**src/sv/scc_irq_pkg.sv**
```systemverilog
// ----------------------------------------------------------------------------
// scc_irq_pkg
// Types and constants shared by the serial controller interrupt register block.
// ----------------------------------------------------------------------------
package scc_irq_pkg;

    typedef enum logic [1:0] {
        OP_WRITE = 2'd0,
        OP_READ  = 2'd1,
        OP_PINS  = 2'd2,
        OP_NONE  = 2'd3
    } op_t;

    localparam logic [3:0] REG_0  = 4'd0;
    localparam logic [3:0] REG_1  = 4'd1;
    localparam logic [3:0] REG_2  = 4'd2;
    localparam logic [3:0] REG_3  = 4'd3;
    localparam logic [3:0] REG_9  = 4'd9;
    localparam logic [3:0] REG_15 = 4'd15;

    localparam logic [2:0] CMD_POINT_HIGH = 3'd1;

    localparam int unsigned IE_DCD_BIT   = 3;
    localparam int unsigned WR9_MIE_BIT  = 3;
    localparam int unsigned WR9_VIS_BIT  = 4;
    localparam int unsigned PEND_B_BIT   = 0;
    localparam int unsigned PEND_A_BIT   = 3;

    localparam logic [7:0] VEC_MASK_HIGH = 8'h8f;
    localparam logic [7:0] VEC_MASK_LOW  = 8'hf1;
    localparam logic [7:0] RR15_MASK     = 8'hfa;
    localparam logic [7:0] RR0_FIXED     = 8'h50;
    localparam logic [7:0] RR1_VALUE     = 8'h07;

    localparam logic [2:0] CODE_NONE  = 3'd0;
    localparam logic [2:0] CODE_B_EXT = 3'd1;
    localparam logic [2:0] CODE_A_EXT = 3'd5;

endpackage

```
**src/sv/scc_irq_if.sv**
```systemverilog
// ----------------------------------------------------------------------------
// scc_irq_req_if / scc_irq_rsp_if
// Valid/ready channels carrying bus and pin items in, and results out.
// ----------------------------------------------------------------------------
interface scc_irq_req_if;
    logic       valid;
    logic       ready;
    logic [1:0] operation;
    logic [2:0] address;
    logic [7:0] write_data;
    logic       pin_a;
    logic       pin_b;

    modport source (output valid, output operation, output address,
                    output write_data, output pin_a, output pin_b, input ready);
    modport sink   (input valid, input operation, input address,
                    input write_data, input pin_a, input pin_b, output ready);
endinterface

interface scc_irq_rsp_if;
    logic       valid;
    logic       ready;
    logic [7:0] read_data;
    logic       irq_line;

    modport source (output valid, output read_data, output irq_line, input ready);
    modport sink   (input valid, input read_data, input irq_line, output ready);
endinterface

```
**src/sv/serial_ctrl_dcd_interrupt_regs.sv**
```systemverilog
// ----------------------------------------------------------------------------
// serial_ctrl_dcd_interrupt_regs
// Interrupt registers of a dual-channel serial controller, carrier-detect only.
//
//   channel   direction   contents
//   req       in          operation, address, write_data, pin_a, pin_b
//   rsp       out         read_data, irq_line
//
// An accepted item is held in the input register, then its result is written
// to the output register; one item is taken every cycle while rsp is not stalled.
// Valid flags and interrupt state are cleared by rst_n, the data registers
// are not. When rsp is stalled the input register holds until the output
// register frees, and req.ready drops only while both are full.
// ----------------------------------------------------------------------------
module serial_ctrl_dcd_interrupt_regs
(
    input  logic          clk,
    input  logic          rst_n,
    scc_irq_req_if.sink   req,
    scc_irq_rsp_if.source rsp
);

    logic       in_valid_reg;
    logic [1:0] in_op_reg;
    logic [2:0] in_addr_reg;
    logic [7:0] in_data_reg;
    logic       in_pin_a_reg;
    logic       in_pin_b_reg;

    logic       out_valid_reg;
    logic [7:0] out_rd_reg;

    logic [3:0] ptr_reg,      ptr_next;
    logic       mie_reg,      mie_next;
    logic       vis_reg,      vis_next;
    logic [7:0] ee_a_reg,     ee_a_next;
    logic [7:0] ee_b_reg,     ee_b_next;
    logic [3:0] pend_reg,     pend_next;
    logic [7:0] vec_reg,      vec_next;
    logic       irq_reg,      irq_next;
    logic [1:0] pins_reg,     pins_next;
    logic       chg_a_reg,    chg_a_next;
    logic       chg_b_reg,    chg_b_next;
    logic [7:0] rd_next;

    logic advance;
    logic chan_a;
    logic data_port;
    logic eval;
    logic [2:0] code;
    logic [1:0] new_pins;

    assign advance   = in_valid_reg && (!out_valid_reg || rsp.ready);
    assign req.ready = !in_valid_reg || !out_valid_reg || rsp.ready;
    assign chan_a    = in_addr_reg[1];
    assign data_port = in_addr_reg[2];
    assign new_pins  = {in_pin_b_reg, in_pin_a_reg};

    always_comb
    begin
        ptr_next   = ptr_reg;
        mie_next   = mie_reg;
        vis_next   = vis_reg;
        ee_a_next  = ee_a_reg;
        ee_b_next  = ee_b_reg;
        pend_next  = pend_reg;
        vec_next   = vec_reg;
        irq_next   = irq_reg;
        pins_next  = pins_reg;
        chg_a_next = chg_a_reg;
        chg_b_next = chg_b_reg;
        rd_next    = 8'h00;
        eval       = 1'b0;
        code       = scc_irq_pkg::CODE_NONE;

        case (scc_irq_pkg::op_t'(in_op_reg))
            scc_irq_pkg::OP_WRITE:
            begin
                eval = 1'b1;
                if (!data_port)
                begin
                    ptr_next = scc_irq_pkg::REG_0;
                    case (ptr_reg)
                        scc_irq_pkg::REG_0:
                        begin
                            ptr_next = {in_data_reg[5:3] == scc_irq_pkg::CMD_POINT_HIGH,
                                        in_data_reg[2:0]};
                        end
                        scc_irq_pkg::REG_2:
                        begin
                            vec_next = in_data_reg;
                        end
                        scc_irq_pkg::REG_9:
                        begin
                            mie_next = in_data_reg[scc_irq_pkg::WR9_MIE_BIT];
                            vis_next = in_data_reg[scc_irq_pkg::WR9_VIS_BIT];
                        end
                        scc_irq_pkg::REG_15:
                        begin
                            if (chan_a)
                            begin
                                ee_a_next = in_data_reg;
                            end
                            else
                            begin
                                ee_b_next = in_data_reg;
                            end
                        end
                        default:
                        begin
                            ptr_next = scc_irq_pkg::REG_0;
                        end
                    endcase
                end
            end
            scc_irq_pkg::OP_READ:
            begin
                ptr_next = scc_irq_pkg::REG_0;
                if (!data_port)
                begin
                    case (ptr_reg)
                        scc_irq_pkg::REG_0:
                        begin
                            rd_next = scc_irq_pkg::RR0_FIXED
                                    | {4'b0000, (chan_a ? pins_reg[0] : pins_reg[1]), 3'b000};
                        end
                        scc_irq_pkg::REG_1:
                        begin
                            rd_next = scc_irq_pkg::RR1_VALUE;
                        end
                        scc_irq_pkg::REG_2:
                        begin
                            if (chan_a)
                            begin
                                rd_next = vec_reg;
                            end
                            else
                            begin
                                if (pend_reg[scc_irq_pkg::PEND_A_BIT])
                                begin
                                    code = scc_irq_pkg::CODE_A_EXT;
                                    pend_next[scc_irq_pkg::PEND_A_BIT] = 1'b0;
                                end
                                else if (pend_reg[scc_irq_pkg::PEND_B_BIT])
                                begin
                                    code = scc_irq_pkg::CODE_B_EXT;
                                    pend_next[scc_irq_pkg::PEND_B_BIT] = 1'b0;
                                end
                                if (vis_reg)
                                begin
                                    rd_next = (vec_reg & scc_irq_pkg::VEC_MASK_HIGH)
                                            | {1'b0, code, 4'b0000};
                                end
                                else
                                begin
                                    rd_next = (vec_reg & scc_irq_pkg::VEC_MASK_LOW)
                                            | {4'b0000, code, 1'b0};
                                end
                            end
                        end
                        scc_irq_pkg::REG_3:
                        begin
                            rd_next = chan_a ? {4'b0000, pend_reg} : 8'h00;
                        end
                        scc_irq_pkg::REG_15:
                        begin
                            rd_next = (chan_a ? ee_a_reg : ee_b_reg) & scc_irq_pkg::RR15_MASK;
                        end
                        default:
                        begin
                            rd_next = 8'h00;
                        end
                    endcase
                end
            end
            scc_irq_pkg::OP_PINS:
            begin
                eval       = 1'b1;
                chg_a_next = chg_a_reg | (new_pins[0] ^ pins_reg[0]);
                chg_b_next = chg_b_reg | (new_pins[1] ^ pins_reg[1]);
                pins_next  = new_pins;
            end
            default:
            begin
                eval = 1'b0;
            end
        endcase

        if (eval)
        begin
            if (chg_a_next && ee_a_next[scc_irq_pkg::IE_DCD_BIT])
            begin
                pend_next[scc_irq_pkg::PEND_A_BIT] = 1'b1;
                chg_a_next = 1'b0;
            end
            if (chg_b_next && ee_b_next[scc_irq_pkg::IE_DCD_BIT])
            begin
                pend_next[scc_irq_pkg::PEND_B_BIT] = 1'b1;
                chg_b_next = 1'b0;
            end
            irq_next = (pend_next != 4'b0000) && mie_next;
        end
    end

    always_ff @(posedge clk or negedge rst_n)
    begin
        if (!rst_n)
        begin
            in_valid_reg  <= 1'b0;
            out_valid_reg <= 1'b0;
            ptr_reg       <= '0;
            mie_reg       <= 1'b0;
            vis_reg       <= 1'b0;
            ee_a_reg      <= '0;
            ee_b_reg      <= '0;
            pend_reg      <= '0;
            vec_reg       <= '0;
            irq_reg       <= 1'b0;
            pins_reg      <= '0;
            chg_a_reg     <= 1'b0;
            chg_b_reg     <= 1'b0;
        end
        else
        begin
            if (req.ready)
            begin
                in_valid_reg <= req.valid;
            end
            if (advance)
            begin
                out_valid_reg <= 1'b1;
                ptr_reg       <= ptr_next;
                mie_reg       <= mie_next;
                vis_reg       <= vis_next;
                ee_a_reg      <= ee_a_next;
                ee_b_reg      <= ee_b_next;
                pend_reg      <= pend_next;
                vec_reg       <= vec_next;
                irq_reg       <= irq_next;
                pins_reg      <= pins_next;
                chg_a_reg     <= chg_a_next;
                chg_b_reg     <= chg_b_next;
            end
            else if (rsp.ready)
            begin
                out_valid_reg <= 1'b0;
            end
        end
    end

    always_ff @(posedge clk)
    begin
        if (req.ready && req.valid)
        begin
            in_op_reg    <= req.operation;
            in_addr_reg  <= req.address;
            in_data_reg  <= req.write_data;
            in_pin_a_reg <= req.pin_a;
            in_pin_b_reg <= req.pin_b;
        end
        if (advance)
        begin
            out_rd_reg <= rd_next;
        end
    end

    assign rsp.valid     = out_valid_reg;
    assign rsp.read_data = out_rd_reg;
    assign rsp.irq_line  = irq_reg;

endmodule

```
**src/flat_wrapper.sv**
```systemverilog
// flat-port wrapper written by rule: the top's interface ports become plain ports
module serial_ctrl_dcd_interrupt_regs_flat 
  (clk, rst_n, req_valid, req_operation, req_address, req_write_data, req_pin_a, req_pin_b, req_ready, rsp_valid, rsp_read_data, rsp_irq_line, rsp_ready);
  scc_irq_req_if req_i ();
  scc_irq_rsp_if rsp_i ();
  input  logic clk;
  input  logic rst_n;
  input wire logic [$bits(req_i.valid)-1:0] req_valid;
  input wire logic [$bits(req_i.operation)-1:0] req_operation;
  input wire logic [$bits(req_i.address)-1:0] req_address;
  input wire logic [$bits(req_i.write_data)-1:0] req_write_data;
  input wire logic [$bits(req_i.pin_a)-1:0] req_pin_a;
  input wire logic [$bits(req_i.pin_b)-1:0] req_pin_b;
  output wire logic [$bits(req_i.ready)-1:0] req_ready;
  output wire logic [$bits(rsp_i.valid)-1:0] rsp_valid;
  output wire logic [$bits(rsp_i.read_data)-1:0] rsp_read_data;
  output wire logic [$bits(rsp_i.irq_line)-1:0] rsp_irq_line;
  input wire logic [$bits(rsp_i.ready)-1:0] rsp_ready;
  assign req_i.valid = req_valid;
  assign req_i.operation = req_operation;
  assign req_i.address = req_address;
  assign req_i.write_data = req_write_data;
  assign req_i.pin_a = req_pin_a;
  assign req_i.pin_b = req_pin_b;
  assign req_ready = req_i.ready;
  assign rsp_valid = rsp_i.valid;
  assign rsp_read_data = rsp_i.read_data;
  assign rsp_irq_line = rsp_i.irq_line;
  assign rsp_i.ready = rsp_ready;
  serial_ctrl_dcd_interrupt_regs u_core (.clk(clk), .rst_n(rst_n), .req(req_i), .rsp(rsp_i));
endmodule
```
**config.mk**
```make
export PLATFORM = sky130hd
export DESIGN_NAME = serial_ctrl_dcd_interrupt_regs_flat
export DESIGN_NICKNAME = d
export VERILOG_FILES = /design/src/sv/scc_irq_pkg.sv /design/src/sv/scc_irq_if.sv /design/src/sv/serial_ctrl_dcd_interrupt_regs.sv /design/src/flat_wrapper.sv
export SDC_FILE = /design/constraint.sdc
export NUM_CORES = 1
export LEC_CHECK = 0
export ABC_CLOCK_PERIOD_IN_PS = 2050
export BUFFER_PORTS_ARGS = -buffer_cell sky130_fd_sc_hd__clkbuf_2
export CAP_MARGIN = 10
export CORE_MARGIN = 8
export CORE_UTILIZATION = 45
export DETAILED_ROUTE_END_ITERATION = 10
export SYNTH_ARGS = -nofsm -noshare
export SYNTH_HDL_FRONTEND = slang
export SYNTH_SLANG_ARGS = --single-unit
```
**constraint.sdc**
```tcl
create_clock -name clk -period 2.05 [get_ports clk]
set_input_delay 0.205 -clock clk [delete_from_list [all_inputs] [get_ports clk]]
set_output_delay 0.205 -clock clk [all_outputs]
set_load 0.005 [all_outputs]
```
==> metrics list, run 1 <==
- The critical path crosses 5 cells after its start point.
* Crit path time final: ~1.9 ns
* Most frequent cell after synthesis: dfrtp_1
- In the finished design, the share of the clock period the worst path needs comes to 0.934.
* Core outline area: roughly 5500 um^2
- The run finished, with violations left.
* Area fraction of the dominant cell type after synthesis: 0.339
- For this design the top-level I/O count stands at 30.
- Portion of the post-synthesis area used by sequential elements: 0.596
- The number of cells on the worst reg-to-reg path is 5.
- The floorplan step set the die width to slightly above 90 um.
* Classification of the worst setup path: flop to flop
- For this configuration, the core starts out at a cell density of 0.466.
- Max-cap violations: 0
- Mapped cell area: 2580 um^2
- Number of warning messages in the yosys log: 0
- The worst hold path belongs to the class primary input to asynchronous set/reset pin.
- After synthesis, the cell types taking the most area are dfrtp_1, edfxtp_1, mux2_2, a21oi_1, nor2_1.
- Number of setup buffers added after CTS: 0
- Achievable clock frequency: 0.523 GHz
- Avg Vias per Cell: approximately 5.4
- The first global-routing pass estimated 8830 um of wire.
- Post-CTS resize count: 0
- Capturing element of the worst setup path: u_core.rsp.irq_line
- Critical path buffer and inverter count: 0
- Final critical-path setup slack: 0.136 ns
- The largest single stage delay on the critical path is roughly 0.48 ns.
- Yosys mapped a number of flops with a built-in enable equal to 22.
- In this run, synthesis produced a sequential element count of 57.
* Routed len/inst: 17.1 um
- The final reports fail on negative hold slack.
- Entering global routing, the biggest net connects 36 pins.
- Clock transition at the registers of the reported paths: 0.07 ns
- The number of antenna violations at the first check in global routing is 0.
- HPWL after DPL: 3930 um
* Number of input and output port buffers inserted: 28
* Net count reported at finish: 253
- Routability congestion estimate: 0.856
- For this block, the via count after detailed routing is 1685.
- Global router's overall resource usage: 0.135
* Filler cell count in the final layout: slightly below 500
- The via count of the first global-routing pass is 1808.
- After synthesis, the share of flip-flops with an asynchronous set or reset is 0.614.
- Arrival time of the worst setup path: around 2.1 ns
* DR DRC count: 0
- Relative to the synthesized area, the layout overhead comes to 19.8%.
- Setup violations remaining at the end of the flow were counted as 0.
* Clock Path Buffers: 2
- Average footprint of a synthesized cell: 13.4 um^2
- Reg-to-reg setup timing slack: between 0.1 and 0.15 ns
- In the synthesized netlist, the cells that appear most often are dfrtp_1, mux2_2, edfxtp_1, nor2_1, a21oi_1.
* First-pass DRT Iterations: 4
- Cell breakdown of the critical path: or3_4 -> nor3_4 -> mux2_4 -> a211oi_1 -> o41ai_2
- Setup repair after global routing left no endpoint under its margin.
* Peak supply drop: 436 uV
- Along the worst path, the maximum fanout reaches 5.
* Total number of clock tree sinks: between 50 and 60
* Final WL: 5330 um
- Startpoint types: flop
- Number of unique standard cell types used by synthesis: 46
- Dominant register cell in the synthesized netlist: dfrtp_1
- After routing, the total negative slack on setup checks comes to 0 ns.
- Critical Path Start: u_core.in_op_reg[1]
- Summed over all layers, the global routing overflow is 0.
- Max stage delay cell, worst path: or3_4
- After clock tree synthesis, the flow added hold-fix buffers numbering 0.
* CP delay by family, top: simple AND/OR/NAND/NOR gates
- STA classifies the critical path endpoint as a flop.
- The final max-slew violation count is 0.
- Transition time at the pin with the least slew margin: between 0.8 and 0.9 ns
- The number of nets handed over by synthesis was 211.
* Required time of the worst setup path: 2.27 ns
- The worst pin sits at a relative slew slack of 0.414.
* Clock tree from TritonCTS: built
- Leakage power total: roughly 1.4 nW
- The synthesized design spends more area on one cell type than any other, namely dfrtp_1.
- Worst hold slack after final layout: -0.0242 ns
* Share of final-layout standard cells stronger than drive strength 1: 0.397
- Number of buffers created by CTS: 9
* Setup slack after placement: 0.165 ns
- Cell Rows: 27
- Die height: 91.7 um
* Remaining antenna violation count after routing: 0
- For this design the ratio of total power to cell area is 934 nW/um^2.
* Number of diodes added for antenna fixing: 0
* Floorplan die area: 8410 um^2
- Final setup skew: between 0.006 and 0.007 ns
- Synthesis handed over a netlist of 192 instances.
- Root Driver: clkbuf_8
- The worst register-to-register path begins at u_core.in_op_reg[1].
* Clock insertion delay at the later pin of the skew report: 0.34 ns
* Violation count after the first detailed-route iteration: 82
- Final Hold Vio Count: 35
- Worst r2r dst: u_core.rsp.irq_line
- The clock tree synthesis step divided the H-tree into 3 levels.
kinds of logic after synthesis:
kind of cell	share of synthesized area
AOI/OAI and AO/OA	0.0970
xor gates and xnor gates	0.00679
buffers and inverters	0.0228
DFF	0.596
muxes	0.144
and+or+nand+nor	0.134
routing by layer:
metal  track usage  vias to the layer above  share of wire
li1              -                      805              -
met1         0.153                      826           0.44
met2         0.216                       39           0.48
met3        0.0383                       15          0.047
met4        0.0940                        0          0.032
met5             0                        -              0
report_power, final:
part	switching (W)	internal, W	leakage, nW
sequential	0.0000869	0.00129	0.686
clock	0.000438	0.000745	0.115
combinational	0.000166	0.000157	0.574
total	0.000691	0.00219	1.38
final cells by class:
type                            count  area [um^2]  area share
Timing Repair Buffer               39          235      0.0761
Tap cell                           72         90.1      0.0291
Sequential cell                    57         1540       0.497
Inverter                            4         15.0     0.00486
Clock inverter                      5         77.6      0.0251
Clock buffer                       11          151      0.0490
Multi-Input combinational cell    123          985       0.319
layout by cell type (no fill, tap or decap), types with 2 or more instances in the layout:
| master | instances |
|---|---|
| a211oi_1 | 3 |
| a21o_1 | 2 |
| a21oi_1 | 11 |
| a221oi_1 | 2 |
| a22o_1 | 5 |
| a31oi_1 | 2 |
| and4_1 | 2 |
| buf_4 | 10 |
| bufinv_16 | 2 |
| clkbuf_2 | 28 |
| clkbuf_8 | 11 |
| clkinv_2 | 2 |
| dfrtp_1 | 35 |
| edfxtp_1 | 22 |
| inv_1 | 4 |
| mux2_2 | 29 |
| mux2i_1 | 3 |
| nand2_1 | 10 |
| nand2b_1 | 5 |
| nand3_1 | 4 |
| nor2_1 | 12 |
| nor2b_1 | 4 |
| o211ai_1 | 2 |
| o21ai_0 | 3 |
| or3_1 | 2 |
| xor2_1 | 2 |
worst reg2reg max path, stage by stage (launching register included):
cell,delay (ns)
edfxtp_1,0.45
or3_4,0.48
nor3_4,0.15
mux2_4,0.33
a211oi_1,0.28
o41ai_2,0.11
how the worst min path moves through the flow:
stage | start | end | cells after the start
floorplan | rst_n | u_core.chg_a_reg | 0
global placement | rst_n | u_core.ee_b_reg[6] | 1
detailed placement | rst_n | u_core.in_valid_reg | 1
CTS | rst_n | u_core.in_valid_reg | 1
global route | req_operation[0] | u_core.in_op_reg[0] | 1
finish | rst_n | u_core.in_valid_reg | 1
per-stage QoR:
stage	utilization	power (W)	hold WS (ns)	std cells	cell area (um^2)
after CTS	0.558	0.00291	0.000111	311	3090
after detailed placement	0.516	0.00173	0.367	295	2860
after global routing	0.558	0.00300	0.0278	311	3090
after global placement	0.516	0.00170	0.347	295	2860
final	0.558	0.00289	-0.0242	311	3090
after floorplan	-	0.00159	-0.0906	192	2580
Power figures use the tool's default switching activity.
==> run 2: changes to the inputs <==
==> constraint.sdc (replaced) <==
create_clock -name clk -period 2.05 [get_ports clk]
set_input_delay 0 -clock clk [delete_from_list [all_inputs] [get_ports clk]]
set_output_delay 0 -clock clk [all_outputs]
set_load 0.005 [all_outputs]
==> run 2 against run 1 <==
  * The flow now finishes without violations
  * Sequential cell count is the same
  * Total power rose by 3.4%
  * Wire length decreased by 2.1%
  * Final cell count rose by 5.8%
  * Clock power grew 7%
  * Non-clock buffer count is 18 higher
  * Hold slack better by 0.36 ns
  * Largest cell class unchanged
==> metrics list, run 2 (synthesized netlist as in run 1, its figures left out) <==
- Run status: finished clean
* Cell Rows: 27
* HPWL after DPL: 3800 um
* Clock insertion delay at the later pin of the skew report: between 0.3 and 0.4 ns
* Filler cell count in the final layout: 448
- Horizontal die dimension: 91.7 um
- Die height: ~92 um
- Number of input and output port buffers inserted: 28
- Clock-pin slew was measured on the worst setup and hold paths at roughly 0.060 ns.
- Clock tree from TritonCTS: built
* Setup slack after placement: 0.173 ns
- Share of the clock period used by the worst path: 0.913
* CP delay by family, top: simple AND/OR/NAND/NOR gates
- Detailed-route via count: 1727
- The worst setup path is captured at a flop.
- The area growth from synthesis to layout is 27.3%.
- The library cell used most frequently in the layout, excluding fill and tap cells, is dfrtp_1.
- The first routing iteration left 82 violations.
* Number of diodes added for antenna fixing: 0
- In the layout the commonest cells are dfrtp_1, mux2_2, clkbuf_2.
* Maximum fanout along the worst path: 5
* Sum of negative setup slack: 0 ns
* Type of the worst min-delay path: primary input to asynchronous set/reset pin
- The first global-routing pass estimated 9030 um of wire.
- Headroom to the max-slew limit came out at 0.408.
- STA classifies the critical path startpoint as a flop.
* Achievable clock frequency: approximately 0.53 GHz
* Max stage delay cell, worst path: or3_4
* Total number of clock tree sinks: 57
- Transition time at the pin with the least slew margin: 0.888 ns
- The tool flagged a number of max-cap violations equal to 0.
- For this run, the detailed router's first-pass iteration total came to 4.
* Avg Vias per Cell: 5.25
- Summed over all cells, the static leakage comes to roughly 1.5 nW.
* Number of buffers created by CTS: 9
- PwrDens: 908 nW/um^2
- The clock arrives with ~0.0084 ns of skew.
- Entering global routing, the biggest net connects 36 pins.
* Final Hold Vio Count: 0
- Clock Path Buffers: 2
- Overall overflow remaining after global route: 0
- Across the VDD grid, the largest voltage drop is 564 uV.
* Classification of the worst setup path: flop to flop
- The die covers 8410 um^2.
- Critical path buffer and inverter count: 0
- Remaining antenna violation count after routing: 0
- Cell breakdown of the critical path: or3_4 -> nor3_4 -> mux2_4 -> a211oi_1 -> o41ai_2
* Arrival time of the worst setup path: 2.08 ns
- Routability-driven placement finished with a final weighted congestion of 0.843.
- Final critical-path setup slack: 0.179 ns
* Fin. max-slew vios: 0
- Net count reported at finish: 271
- Routed len/inst: 15.8 um
* H-tree depth reported by CTS: 3
* Setup violation total in the final timing report: 0
- Max stage delay on crit path: 0.48 ns
- Initial Util: 0.466
- Top-level I/O count: 30
- At the worst endpoint, the required time is 2.26 ns.
- The via count of the first global-routing pass was 1860.
- In the routed design, unresolved DRC markers number 0.
* Share of final-layout standard cells stronger than drive strength 1: 0.370
* Post-CTS resize count: 0
- Subtracting the final worst setup slack from the clock period gives 1.87 ns.
- Root Driver: clkbuf_8
* Final WL: 5210 um
- Across every metal layer, demand over resource in global routing totals 0.136.
* Placed cells: 295
- After the flow finishes, the layout carries non-filler instances totaling 329.
* Core outline area: 5540 um^2
- The number of antenna violations at the first check in global routing was 0.
- Setup repair after global routing left no endpoint under its margin.
## run 2: stage by stage
| stage | util | hold slack [ns] | power [W] | area [um^2] |
|---|---|---|---|---|
| 2_1_floorplan | - | -0.296 | 0.00159 | 2580 |
| 3_3_place_gp | 0.516 | 0.143 | 0.00170 | 2860 |
| 3_5_place_dp | 0.516 | 0.159 | 0.00172 | 2860 |
| 4_1_cts | 0.593 | 0.348 | 0.00302 | 3280 |
| 5_1_grt | 0.593 | 0.366 | 0.00313 | 3280 |
| 6_report | 0.593 | 0.336 | 0.00298 | 3280 |
## run 2: worst paths after layout
check                                     from                    end  slack, ns  cells after the start
max                        u_core.in_op_reg[1]    u_core.rsp.irq_line       0.18                      5
min                                      rst_n    u_core.in_valid_reg       0.34                      2
max reg2reg                u_core.in_op_reg[1]    u_core.rsp.irq_line       0.18                      5
min reg2reg                u_core.in_valid_reg       u_core.rsp.valid       0.50                      1
max in group asynchronous                rst_n      u_core.vec_reg[2]       1.16                      2
min in group clk             req_write_data[4]  u_core.in_data_reg[4]       0.38                      2
## run 2: where the power goes
part	internal, W	switching (W)	leakage, nW
registers	0.00129	0.0000840	0.686
clock network	0.000833	0.000426	0.126
logic	0.000179	0.000166	0.649
total	0.00231	0.000677	1.46
## run 2: layout make-up
class	instances	area, um^2	area share
clock inverters	6	105	0.0320
repair buffers	57	415	0.126
flip-flops and latches	57	1540	0.468
multi-input cells	123	985	0.300
inverters	4	15.0	0.00457
clock buffers	10	138	0.0419
well taps	72	90.1	0.0274
## run 2: metal layers
layer	GRT usage	up-vias	share of wire
met5	0	-	0
met4	0.0644	0	0.017
met3	0.0448	8	0.049
met2	0.220	36	0.49
met1	0.161	847	0.44
li1	-	836	-
## run 2: worst reg2reg max path: stages (launching register included)
cell and delay, ns:
edfxtp_1 0.44, or3_4 0.48, nor3_4 0.14, mux2_4 0.33
a211oi_1 0.25, o41ai_2 0.10
## run 2: what timing repair did
action / 4_1_cts / 5_1_grt
hold buffers: 18 / 0
setup buffers: 0 / 0
hold endpoints to repair: 51 / 0
==> run 3: changes to the inputs <==
SETUP_SLACK_MARGIN = 0.5   (was default)
==> run 3 against run 2 <==
  * Combinational power is 18% higher
  * Non-clock buffer count is 8 higher
  * Clock power is 20% lower
  * Die area stayed put
  * Wire length is 7.3% higher
  * Sequential share of layout area is 1.8 points lower
  * Via count is 4.4% higher
  * Critical path depth stayed put
  * Utilization is 2.6 points higher
  * Highest routed layer unchanged
  * First-iteration DRC count is 3.7% higher
  * Hold slack worse by 0.019 ns
==> metrics list, run 3 (synthesized netlist as in run 1, its figures left out) <==
- The tool flagged a number of max-cap violations equal to 0.
- Root Driver: clkbuf_8
* Overall overflow remaining after global route: 0
* Clock transition at the registers of the reported paths: 0.06 ns
* Commonest non-fill, non-tap cells in the layout: dfrtp_1, clkbuf_2, mux2_2
- Max stage delay on crit path: 0.45 ns
- For this run, global-route usage on met3 was measured as 0.0432.
- Filler cell count in the final layout: 453
- TritonCTS built the clock tree.
- met2 is the most crowded layer.
- Once detailed placement completed, the half-perimeter wirelength came to 3860 um.
- Avg Vias per Cell: between 5 and 6
- Core outline area: 5540 um^2
- Arrival time of the worst setup path: 1.97 ns
* Number of diodes added for antenna fixing: 0
* Sw Share: 0.254
- Placed cells: slightly below 300
- Broken down by cell family, the worst path's largest delay share belongs to simple AND/OR/NAND/NOR gates.
* Number of global-route vias before repair: 1912
- Most common cell after layout, fill and taps aside: dfrtp_1
* Cell Rows: 27
* Global-route wire length before repair: 9340 um
* Transition time at the pin with the least slew margin: 0.878 ns
- Number of input and output port buffers inserted: 28
* Final instance count without filler cells: between 300 and 400
- PwrDens: 817 nW/um^2
* Cell breakdown of the critical path: or3_4 -> buf_4 -> nor4_4 -> buf_6 -> mux2_4
* Final setup skew: 0.0101 ns
- The congestion estimate from routability-driven global placement came to 0.863.
- Pin count of the biggest net entering global routing: 36
- Crit path time final: around 1.7 ns
- Max stage delay cell, worst path: or3_4
* Number of buffers created by CTS: 9
- Total power: 0.00280 W
- Setup repair after global routing could not meet its margin everywhere.
- Rel. slew slack: 0.415
- Clock tree synthesis found a total of 57 sinks.
* H-tree depth reported by CTS: 3
* Run status: finished clean
- Share of final-layout standard cells stronger than drive strength 1: 0.457
- Clock insertion delay at the later pin of the skew report: 0.34 ns
* Final WL: 5600 um
* Clock Path Buffers: 2
- The first detailed-routing pass took 4 iterations.
- By startpoint and endpoint, the worst setup path is classified as flop to flop.
- In this run the vertical extent of the chip is 91.7 um.
* Net count reported at finish: 279
- Critical path buffer and inverter count: 2
- For this run, global-route usage on met2 was measured as 0.230.
- In this run the remaining antenna-violating nets after routing total 0.
- The analysis attributes to net switching a power of 0.000712 W.
* Required time of the worst setup path: roughly 2.3 ns
- In this run the worst path has a maximum fanout of 6.
* Antenna violations before repair: 0
- The share of total power dissipated in combinational logic is 0.145.
* Horizontal die dimension: between 90 and 100 um
* Type of the worst min-delay path: primary input to asynchronous set/reset pin
* Peak supply drop: 454 uV
* Top-level I/O count: 30
* Startpoint types: flop
- In the global route stage, overall resource usage came out at 0.141.
- Relative to the synthesized area, the layout overhead comes to 32.8%.
- Of the available clock period, the critical path in the final layout requires 0.853.
- Sum of negative setup slack: 0 ns
- Setup violations remaining at the end of the flow were counted as 0.
- Fin. max-slew vios: 0
- DR DRC count: 0
- Seq pwr share: 0.494
- Routed len/inst: 16.6 um
- Final Hold Vio Count: 0
- Floorplan die area: 8410 um^2
- Routing usage on met1: 0.161
- In this run, the number of DRC markers left after iteration 0 of detailed routing was 85.
- Detailed-route via count: around 1800
* Initial Util: 0.466
* Internal power component: between 0.002 and 0.0025 W
- Achievable clock frequency: 0.572 GHz
- STA classifies the critical path endpoint as a flop.
- Leakage power total: between 1.5 and 2 nW
- Of the total power, the clock network draws 0.361.
[run 3: cell types whose count changed in the layout (fill, tap and decap cells not counted), sizes merged]
cell	previous run	this run
clkbuf	38	40
bufinv	3	1
buf	11	19
clkinvlp	0	1
inv	4	3
[run 3: area by class of cell]
cell class / count / area [um^2] / area share
clock buffer: 12 / 145 / 0.0424
timing repair buffer: 65 / 478 / 0.139
tap: 72 / 90.1 / 0.0263
multi-input combinational: 123 / 1110 / 0.323
inverter: 4 / 18.8 / 0.00548
clock inverter: 4 / 45.0 / 0.0131
sequential: 57 / 1540 / 0.450
[run 3: per-layer routing]
layer / share of wire / vias to the layer above
met4: 0.012 / 0
met3: 0.052 / 6
met1: 0.43 / 886
met5: 0 / -
met2: 0.50 / 52
li1: - / 859
[run 3: what timing repair did]
action / CTS / global route
hold endpoints to repair: 51 / 0
pin swaps: 5 / 5
endpoints found under the setup margin: 31 / 40
setup buffers: 5 / 4
gates resized for setup: 17 / 13
hold buffers: 18 / 0
[run 3: final timing paths]
kind                                          start               endpoint  slack [ns]  cells past startpoint
worst max-delay path            u_core.in_op_reg[1]     u_core.ee_b_reg[6]        0.30                      5
worst min-delay path                          rst_n     u_core.ee_b_reg[5]        0.32                      2
worst max register to register  u_core.in_op_reg[1]     u_core.ee_b_reg[6]        0.30                      5
worst min register to register     u_core.chg_a_reg       u_core.chg_a_reg        0.50                      2
max in group asynchronous                     rst_n      u_core.ptr_reg[0]        1.13                      2
min in group clk                  req_write_data[5]  u_core.in_data_reg[5]        0.37                      2
[run 3: metrics by stage]
| step | instance area (um^2) | util | hold WS (ns) | worst slack [ns] |
|---|---|---|---|---|
| after floorplan | 2630 | - | -0.296 | 0.305 |
| after global placement | 2870 | 0.518 | 0.139 | 0.262 |
| after detailed placement | 2870 | 0.518 | 0.161 | 0.236 |
| after CTS | 3340 | 0.604 | 0.350 | 0.303 |
| after global routing | 3430 | 0.619 | 0.366 | 0.228 |
| final | 3430 | 0.619 | 0.317 | 0.301 |
[run 3: power by group through the flow]
stage / sequential, W / clock [W] / combinational, W
after CTS: 0.00138 / 0.00103 / 0.000375
after detailed placement: 0.00140 / 0 / 0.000323
final: 0.00138 / 0.00101 / 0.000406
after floorplan: 0.00136 / 0 / 0.000237
after global routing: 0.00139 / 0.00108 / 0.000446
after global placement: 0.00139 / 0 / 0.000314
